`src/rtl/afd_pkg.sv`:
```
`timescale 1ns / 1ps
// afd_pkg: shared types and constants for the angle frame decoder
// beat structs, frame layout constants and the angle scaling function
// no dependencies

package afd_pkg;

    localparam logic [7:0] FRAME_HEADER   = 8'h55;
    localparam logic [7:0] TYPE_RESET     = 8'h53;
    localparam int         FRAME_LEN      = 11;
    localparam int         ANGLE_BYTES    = 6;
    localparam int         ANGLE_AXES     = 3;
    localparam int         RAW_W          = 16;
    localparam int         DEG_W          = 24;
    localparam int         POS_W          = 4;
    localparam int         ANGLE_IDX_W    = 3;
    localparam logic [POS_W-1:0] POS_IDLE     = 4'd0;
    localparam logic [POS_W-1:0] POS_TYPE     = 4'd1;
    localparam logic [POS_W-1:0] POS_ANGLE_LO = 4'd2;
    localparam logic [POS_W-1:0] POS_ANGLE_HI = 4'd7;
    localparam logic [POS_W-1:0] POS_CHECKSUM = 4'd10;
    localparam logic [8:0]       DEG_SCALE    = 9'd180;

    typedef struct packed {
        logic [7:0] rx_byte;
        logic       frame_start;
    } in_beat_t;

    typedef struct packed {
        logic                    frame_ok;
        logic signed [DEG_W-1:0] roll_deg;
        logic signed [DEG_W-1:0] pitch_deg;
        logic signed [DEG_W-1:0] yaw_deg;
    } out_beat_t;

    // raw held angles handed from the frame tracker to the scaling stage
    typedef struct packed {
        logic             ok;
        logic [RAW_W-1:0] roll_raw;
        logic [RAW_W-1:0] pitch_raw;
        logic [RAW_W-1:0] yaw_raw;
    } frame_event_t;

    // raw int16 times 180, exact in 24 bits
    function automatic logic signed [DEG_W-1:0] scale_angle(input logic [RAW_W-1:0] raw);
        logic [DEG_W:0] ext;
        logic [DEG_W:0] prod;
        ext  = {{(DEG_W + 1 - RAW_W){raw[RAW_W-1]}}, raw};
        prod = ext * {{(DEG_W + 1 - 9){1'b0}}, DEG_SCALE};
        return $signed(prod[DEG_W-1:0]);
    endfunction

endpackage

```
`src/rtl/afd_frame_tracker.sv`:
```
`timescale 1ns / 1ps
// afd_frame_tracker: byte position, running sum, prefix check and angle capture
// raises one registered frame event per completed frame
// depends on afd_pkg

module afd_frame_tracker
(
    input  logic                  clk,
    input  logic                  rst_n,
    input  logic                  cfg_we,
    input  logic [7:0]            cfg_data,
    input  logic                  in_valid,
    output logic                  in_ready,
    input  afd_pkg::in_beat_t     in_data,
    output logic                  evt_valid,
    input  logic                  evt_ready,
    output afd_pkg::frame_event_t evt_data
);

    logic [7:0]                 type_reg;
    logic [afd_pkg::POS_W-1:0]  pos_reg;
    logic [afd_pkg::POS_W-1:0]  pos_next;
    logic [7:0]                 sum_reg;
    logic [7:0]                 sum_next;
    logic                       prefix_reg;
    logic                       prefix_next;
    logic [7:0]                 angle_byte_reg [afd_pkg::ANGLE_BYTES];
    logic [afd_pkg::RAW_W-1:0]  held_reg [afd_pkg::ANGLE_AXES];
    logic [afd_pkg::RAW_W-1:0]  new_raw [afd_pkg::ANGLE_AXES];
    logic                       evt_valid_reg;
    afd_pkg::frame_event_t      evt_data_reg;
    afd_pkg::frame_event_t      evt_data_next;
    logic                       accept;
    logic                       angle_we;
    logic [afd_pkg::ANGLE_IDX_W-1:0] angle_idx;
    logic                       fire;
    logic                       ok;
    logic [afd_pkg::POS_W-1:0]  angle_off;

    assign in_ready  = !evt_valid_reg || evt_ready;
    assign accept    = in_valid && in_ready;
    assign evt_valid = evt_valid_reg;
    assign evt_data  = evt_data_reg;
    assign angle_off = pos_reg - afd_pkg::POS_ANGLE_LO;
    assign angle_idx = angle_off[afd_pkg::ANGLE_IDX_W-1:0];

    always_comb
    begin
        for (int k = 0; k < afd_pkg::ANGLE_AXES; k++)
        begin
            new_raw[k] = {angle_byte_reg[2*k+1], angle_byte_reg[2*k]};
        end
    end

    always_comb
    begin
        pos_next    = pos_reg;
        sum_next    = sum_reg;
        prefix_next = prefix_reg;
        angle_we    = 1'b0;
        fire        = 1'b0;
        ok          = prefix_reg && (sum_reg == in_data.rx_byte);
        if (in_data.frame_start)
        begin
            prefix_next = (in_data.rx_byte == afd_pkg::FRAME_HEADER);
            sum_next    = in_data.rx_byte;
            pos_next    = afd_pkg::POS_TYPE;
        end
        else if (pos_reg == afd_pkg::POS_IDLE || pos_reg > afd_pkg::POS_CHECKSUM)
        begin
            pos_next = afd_pkg::POS_IDLE;
        end
        else if (pos_reg < afd_pkg::POS_CHECKSUM)
        begin
            if (pos_reg == afd_pkg::POS_TYPE)
            begin
                prefix_next = prefix_reg && (in_data.rx_byte == type_reg);
            end
            else if (pos_reg <= afd_pkg::POS_ANGLE_HI)
            begin
                angle_we = 1'b1;
            end
            sum_next = sum_reg + in_data.rx_byte;
            pos_next = pos_reg + 1'b1;
        end
        else
        begin
            fire        = 1'b1;
            pos_next    = afd_pkg::POS_IDLE;
            sum_next    = 8'd0;
            prefix_next = 1'b0;
        end

        evt_data_next.ok        = ok;
        evt_data_next.roll_raw  = ok ? new_raw[0] : held_reg[0];
        evt_data_next.pitch_raw = ok ? new_raw[1] : held_reg[1];
        evt_data_next.yaw_raw   = ok ? new_raw[2] : held_reg[2];
    end

    always_ff @(posedge clk or negedge rst_n)
    begin
        if (!rst_n)
        begin
            type_reg      <= afd_pkg::TYPE_RESET;
            pos_reg       <= afd_pkg::POS_IDLE;
            sum_reg       <= 8'd0;
            prefix_reg    <= 1'b0;
            evt_valid_reg <= 1'b0;
            for (int k = 0; k < afd_pkg::ANGLE_AXES; k++)
            begin
                held_reg[k] <= '0;
            end
        end
        else
        begin
            if (cfg_we)
            begin
                type_reg <= cfg_data;
            end
            if (accept)
            begin
                pos_reg    <= pos_next;
                sum_reg    <= sum_next;
                prefix_reg <= prefix_next;
                if (fire && ok)
                begin
                    for (int k = 0; k < afd_pkg::ANGLE_AXES; k++)
                    begin
                        held_reg[k] <= new_raw[k];
                    end
                end
            end
            if (accept && fire)
            begin
                evt_valid_reg <= 1'b1;
            end
            else if (evt_ready)
            begin
                evt_valid_reg <= 1'b0;
            end
        end
    end

    // payload only, no reset
    always_ff @(posedge clk)
    begin
        if (accept && angle_we)
        begin
            angle_byte_reg[angle_idx] <= in_data.rx_byte;
        end
        if (accept && fire)
        begin
            evt_data_reg <= evt_data_next;
        end
    end

endmodule

```
`src/rtl/afd_angle_scale.sv`:
```
`timescale 1ns / 1ps
// afd_angle_scale: turns raw held angles into degrees and holds the result beat
// one multiply by 180 per axis between the event register and the output register
// depends on afd_pkg

module afd_angle_scale
(
    input  logic                  clk,
    input  logic                  rst_n,
    input  logic                  evt_valid,
    output logic                  evt_ready,
    input  afd_pkg::frame_event_t evt_data,
    output logic                  out_valid,
    input  logic                  out_ready,
    output afd_pkg::out_beat_t    out_data
);

    logic               out_valid_reg;
    afd_pkg::out_beat_t out_data_reg;
    afd_pkg::out_beat_t out_data_next;

    assign evt_ready = !out_valid_reg || out_ready;
    assign out_valid = out_valid_reg;
    assign out_data  = out_data_reg;

    always_comb
    begin
        out_data_next.frame_ok  = evt_data.ok;
        out_data_next.roll_deg  = afd_pkg::scale_angle(evt_data.roll_raw);
        out_data_next.pitch_deg = afd_pkg::scale_angle(evt_data.pitch_raw);
        out_data_next.yaw_deg   = afd_pkg::scale_angle(evt_data.yaw_raw);
    end

    always_ff @(posedge clk or negedge rst_n)
    begin
        if (!rst_n)
        begin
            out_valid_reg <= 1'b0;
        end
        else if (evt_ready)
        begin
            out_valid_reg <= evt_valid;
        end
    end

    always_ff @(posedge clk)
    begin
        if (evt_ready && evt_valid)
        begin
            out_data_reg <= out_data_next;
        end
    end

endmodule

```
`src/rtl/angle_frame_decoder_unit.sv`:
```
`timescale 1ns / 1ps
// angle_frame_decoder_unit: top level of the 11-byte angle frame decoder
// instantiates afd_frame_tracker and afd_angle_scale, uses afd_pkg
//
//  channel  | signals                      | beat
//  ---------+------------------------------+-------------------------------------
//  in       | in_valid / in_ready          | in_data: rx_byte, frame_start
//  out      | out_valid / out_ready        | out_data: frame_ok, roll/pitch/yaw_deg
//  cfg      | cfg_we (no wait)             | cfg_data: expected frame type byte
//
// one input beat per cycle while in_ready is high; a checksum beat's result is registered
// in the event register in the tracker, then in the output register behind the x180 multipliers
// every other beat only updates the frame state and gives no result
// reset: position, sum, prefix flag and held angles clear, type byte returns to 0x53
// a stalled output holds its beat; one more result waits in the event register,
// after which in_ready drops until the output side moves

module angle_frame_decoder_unit
(
    input  logic               clk,
    input  logic               rst_n,
    input  logic               cfg_we,
    input  logic [7:0]         cfg_data,
    input  logic               in_valid,
    output logic               in_ready,
    input  afd_pkg::in_beat_t  in_data,
    output logic               out_valid,
    input  logic               out_ready,
    output afd_pkg::out_beat_t out_data
);

    // frame event between tracker and scaling stage
    logic                  evt_valid;
    logic                  evt_ready;
    afd_pkg::frame_event_t evt_data;

    // byte position, running sum, header/type check, angle bytes and held angles
    afd_frame_tracker u_tracker
    (
        .clk       (clk),
        .rst_n     (rst_n),
        .cfg_we    (cfg_we),
        .cfg_data  (cfg_data),
        .in_valid  (in_valid),
        .in_ready  (in_ready),
        .in_data   (in_data),
        .evt_valid (evt_valid),
        .evt_ready (evt_ready),
        .evt_data  (evt_data)
    );

    // raw int16 times 180 into the output register
    afd_angle_scale u_scale
    (
        .clk       (clk),
        .rst_n     (rst_n),
        .evt_valid (evt_valid),
        .evt_ready (evt_ready),
        .evt_data  (evt_data),
        .out_valid (out_valid),
        .out_ready (out_ready),
        .out_data  (out_data)
    );

endmodule

```
`config.mk`:
```
export PLATFORM = sky130hd
export DESIGN_NAME = angle_frame_decoder_unit
export DESIGN_NICKNAME = d
export VERILOG_FILES = /design/src/rtl/afd_pkg.sv /design/src/rtl/afd_frame_tracker.sv /design/src/rtl/afd_angle_scale.sv /design/src/rtl/angle_frame_decoder_unit.sv
export SDC_FILE = /design/constraint.sdc
export NUM_CORES = 1
export LEC_CHECK = 0
export ABC_AREA = 1
export BUFFER_PORTS_ARGS = -buffer_cell sky130_fd_sc_hd__buf_2
export CAP_MARGIN = 25
export CORE_UTILIZATION = 60
export CTS_CLUSTER_SIZE = 8
export DETAILED_ROUTE_END_ITERATION = 10
export PLACE_DENSITY = 0.77
export SYNTH_ARGS = -nofsm -noshare
export SYNTH_HDL_FRONTEND = slang
export SYNTH_SLANG_ARGS = --single-unit
```
`constraint.sdc`:
```
create_clock -name clk -period 4.7 [get_ports clk]
set_input_delay 0.235 -clock clk [delete_from_list [all_inputs] [get_ports clk]]
set_output_delay 0.235 -clock clk [all_outputs]
set_load 0.1 [all_outputs]
```
# Word-level counts from Yosys, hierarchy flattened
# Memories as Yosys holds them, arrays and structs flattened.
# Index checks and enable logic that the tools add are counted.
# Widths: inputs -> output; s select.
# totals
register_bits	187
ramBits	48
in_bits	22
out_inout_bits	75
word_cells	75
mem_count	1
# op_classes
n_addsub	3
mul	3
magnitude_cmp	3
eq_ne	6
n_mux	25
reduce_logical	17
# memory_table
memory	depth	width	read_ports	rd_ports_with_merged_regs	write_ports	line_no	rtl
u_tracker.angle_byte_reg	6	8	6	0	1	afd_frame_tracker.sv:27	logic [7:0] angle_byte_reg [afd_pkg::ANGLE_BYTES];
# ops
cell	count
$mul 25x6->22 const B	3
$mux 16	3
$mux 8	3
$eq 8x8->1	2
$mux 1	16
$mux 4	3
$add 8x8->8	1
$eq 8x7->1 const B	1
$logic_and 1x1->1	7
$add 4x1->4 const B	1
$eq 4x1->1 const B	1
$gt 4x4->1 const B	1
$le 4x3->1 const B	1
$logic_not 4->1	1
$lt 4x4->1 const B	1
$reduce_and 2->1	2
$logic_or 1x1->1	3
$ne 3x3->1 const B	1
$reduce_and 3->1	1
$sub 3x2->3 const B	1
$logic_not 1->1	2
$ne 2x2->1 const B	1
$reduce_bool 2->1	1

# Depth between registers and ports, before layout
# depth
word_depth	9
depth_mapped	15

# By module
# From an unflattened synthesis, not the netlist that was laid out.
# unflattened
hier_cells	1709
hier_area_um2	15507.4
# by_module_without_submodules
module	n_inst	cells_per_inst	area_each_um2
afd_angle_scale	1	1002	8396.8
afd_frame_tracker	1	707	7110.6

# Worst setup path after synthesis
# OpenSTA, ideal clock, no wires.
# synth_path
path_kind	reg2reg
startpoint	reg u_scale.out_valid_reg, in the netlist u_scale.out_valid
endpoint	reg u_scale.out_data_reg, in the netlist u_scale.out_data[10], enable pin
setup_time_ns	0.514
arrival_time_ns	4.202
required_ns	4.186
path_slack_ns	-0.016
path_stages_with_launch	2
n_path_buf	0
period_less_slack_ns	4.716
path_cell_list	dfrtp_1 -> a21oi_1
# synth_via
elab_chain_len	3
# synth_rtl
element	line_no	rtl
from (decl)	afd_angle_scale.sv:18	logic out_valid_reg;
from (signal assigned)	afd_angle_scale.sv:42	out_valid_reg <= evt_valid;
$logic_not 1->1	afd_angle_scale.sv:22	assign evt_ready = !out_valid_reg || out_ready;
$logic_or 1x1->1	afd_angle_scale.sv:22	
$logic_and 1x1->1	afd_angle_scale.sv:48	if (evt_ready && evt_valid)
to (signal assigned)	afd_angle_scale.sv:50	out_data_reg <= out_data_next;
to (decl)	afd_angle_scale.sv:19	afd_pkg::out_beat_t out_data_reg;
# No other way between the ends.
# A chain may end at the register's enable or synchronous reset.

==> metrics.md <==
| Metric | Value |
|---|---|
| Status | finished clean |
| Setup Viol. Count Final | 0 |
| GRT Residual Overflow | 0 |
| Hold Crit Class | in -> reg |
| Antenna violations before repair | 0 |
| Final Max Tran Viols | 0 |
| Final nets | slightly below 2,000 |
| Asr flop ratio synth | between 30% and 40% |
| Post-synth top area share | 32.6% |
| Pwr Density | about 330 nW/µm² |
| Total vias in the final route | roughly 11,000 |
| Initial Utilization | between 60 and 70% |
| Critical Path Source Type | flop |
| CP required | 4.97 ns |
| Drt via density | 5.17 |
| Peak supply drop | between 200 and 300 µV |
| Gate Count Post-Synth | approximately 1,600 |
| Register bit total from synthesis | around 240 |
| Leakage Power | about 8.3 nW |
| Yosys cell types | 41 |
| Vias in the first global route | approximately 10,000 |
| Ys flop type | edfxtp_1 |
| Combinational fraction of design power | between 10% and 20% |
| Clock skew | ~0.018 ns |
| Sequential area share after synthesis | 44.3% |
| Ports | 97 |
| Top cells by area, synth | edfxtp_1, ha_1, dfrtp_1, fa_1, inv_1 |
| R2R Path Start | u_tracker.evt_data[33] |
| Pint | 4.12 mW |
| Die area | about 26,000 µm² |
| Synthesis-to-finish area growth | 12.3% |
| FILL cells | ~1,900 |
| Total core area | 24,500 µm² |
| Die W | ~160 µm |
| CTS max path bufs | 3 |
| Layout cell share with drive strength beyond 1 | 9.12% |
| NetSw | approximately 1.5 mW |
| I/O Buffers | 90 |
| Die Y | roughly 160 µm |
| Share of power burned in registers | between 40% and 50% |
| Clock power frac | roughly two fifths |
| First-pass GRT wire length | between 40,000 and 50,000 µm |
| GPL Wtd Cong | between 0.9 and 1 |
| EDFF count, synth | around 160 |
| Setup repair bufs after CTS | 0 |
| Root Buffer | clkbuf_16 |
| Wirelength per Cell | between 10 and 15 µm |
| Final period utilization | 74.9% |
| F_max | approximately 280 MHz |
| Post-Synthesis Cell Area | about 15,000 µm² |
| Iter 0 DRT Violations | between 500 and 600 |
| Data arrival, critical path | ~3.8 ns |
| Yosys top cell by area | edfxtp_1 |
| Clk slew on worst S/H paths | ~0.050 ns |
| Crit Path Max Fanout | 5 |
| H-Tree Depth | 2 |
| Clk sinks | roughly 240 |
| # diodes | 0 |
| Setup CP Type | reg -> reg |
| Routed WL | 28,100 µm |
| Row count | 57 |
| Setup tns final | 0 ns |
| Max cap viols | 0 |
| CTS tree | built |
| Crit end category | flop |
| Number of flip-flops in the largest register | 67 |
| Worst setup path startpoint | u_tracker.evt_data[33] |
| Avg Cell Area, Syn | 9.54 µm² |
| Overall power | around 5.7 mW |
| Synth Warn # | 0 |
| RSZ-0062 raised after global routing | false |
| Slew @ Worst Pin | around 1.0 ns |
| Final Hold Fails | 0 |
| DRT Pass-1 Iters | 5 |
| Pin count of the biggest net entering global routing | a little under 100 |
| CTS Buf Count | 35 |
| Switch share | between 20% and 30% |
| Worst hold start | out_ready |
| Post-route ant nets | 0 |
| Slew headroom | around 33% |
| Tot GR Track Use | between 20% and 30% |
| DRC viols | 0 |
| Post-layout min period | 3.52 ns |
| Post-DP HPWL | ~20,000 µm |
| Clk_lat worst skew | ~0.5 ns |
==> synth_stat cells, drive strengths merged (2+ instances only) <==
cell type	n
fa	71
o31ai	3
a31oi	2
dfstp	4
xnor2	25
a21o	9
o21bai	3
o21a	2
dfrtp	67
nand3b	2
mux2	2
buf	21
a21oi	82
inv	338
nor3	12
xor2	31
nand2	316
edfxtp	164
o21ai	120
nand4	8
a21boi	3
ha	146
nand3	62
clkbuf	8
nor2	79
==> power groups by stage <==
stage	combinational [mW]	clock [mW]	sequential, mW
5_1_grt	1.15	2.46	2.34
2_1_floorplan	0.758	0	2.38
6_report	0.991	2.33	2.33
3_5_place_dp	0.976	0	2.37
3_3_place_gp	0.951	0	2.37
4_1_cts	0.989	2.37	2.33
==> cell type report <==
type | count | area, µm² | area share, %
clock buffers | 62 | 1020 | 6.00
clock inverters | 2 | 25.0 | 0.147
inverters | 338 | 1270 | 7.47
multi-input cells | 989 | 6960 | 41.0
flip-flops and latches | 235 | 6710 | 39.5
well taps | 324 | 405 | 2.39
repair buffers | 107 | 598 | 3.52
==> metal layers <==
metal | share of wire, % | global-route usage (%) | wire length, µm | up-vias
met2 | 49 | 39.4 | 13800 | 256
met5 | 0 | 0 | 0 | -
li1 | - | - | - | 5343
met3 | 4.6 | 3.23 | 1290 | 36
met1 | 44 | 30.0 | 12400 | 5003
met4 | 2.1 | 7.12 | 584 | 0
==> cells by family after synthesis <==
group | count (synthesis) | synth area share, %
DFF | 235 | 44.3
and+or+nand+nor | 481 | 13.0
AOI/OAI and AO/OA | 227 | 7.95
xor gates and xnor gates | 56 | 3.29
buffers and inverters | 367 | 9.81
adders and majority gates | 217 | 21.5
muxes | 2 | 0.149
other | 1 | 0.0248
==> critical path, cell delays in order, from the launching register on <==
cell and delay (ns):
edfxtp_1 0.42, ha_1 0.37, fa_1 0.53, inv_1 0.07, fa_1 0.54, inv_1 0.05, ha_1 0.36, nand2_1 0.07
o21ai_0 0.35, nand3_1 0.12, nand2_1 0.15, nand3_1 0.11, nand3_1 0.09, nand2_1 0.05
==> per-stage QoR <==
stage	setup WS (ns)	utilization (%)	cell area [µm²]	hold WS [ns]	instances
finish	1.18	69.2	17000	0.0381	2057
global route	0.852	69.2	17000	0.0588	2057
CTS	1.17	69.2	17000	0.0228	2056
detailed placement	1.20	64.6	15800	0.355	1983
global placement	1.28	64.6	15800	0.348	1983
floorplan	1.36	-	15100	-0.0606	1591
==> placed cells by master (no fill, tap or decap), types with 3 or more instances in the layout <==
master / netlist / layout
inv_1: 334 / 334
clkbuf_1: 8 / 24
xnor2_1: 25 / 25
a21boi_0: 3 / 3
nand2_1: 314 / 314
xor2_1: 30 / 30
inv_2: 4 / 4
o21bai_1: 3 / 3
o21ai_0: 38 / 38
conb_1: 1 / 6
nor2_1: 78 / 78
clkbuf_16: 0 / 36
dfstp_2: 4 / 4
a21o_1: 9 / 9
nand3_1: 61 / 61
dfrtp_1: 67 / 67
ha_1: 146 / 146
buf_2: 4 / 91
fa_1: 71 / 71
dlygate4sd3_1: 0 / 9
nor3_1: 11 / 11
o21ai_1: 80 / 80
nand4_1: 8 / 8
buf_4: 7 / 7
a21oi_1: 82 / 81
edfxtp_1: 164 / 164
o31ai_1: 3 / 3
==> what timing repair did <==
action                    4_1_cts  5_1_grt
resized for setup               0        0
hold buffers                    9        0
hold endpoints to repair       40        0
==> worst paths after layout <==
kind | endpoint | slack (ns) | cells after the start
max | u_scale.out_data[70] | 1.18 | 13
max reg2reg | u_scale.out_data[70] | 1.18 | 13
max in group asynchronous | u_tracker.held_reg[2] | 3.31 | 3
min in group asynchronous | u_tracker.held_reg[46] | 0.34 | 2
min | u_scale.out_valid | 0.04 | 4
min reg2reg | u_scale.out_data[72] | 0.42 | 0
Note: power is estimated with default switching activity, not from simulation.
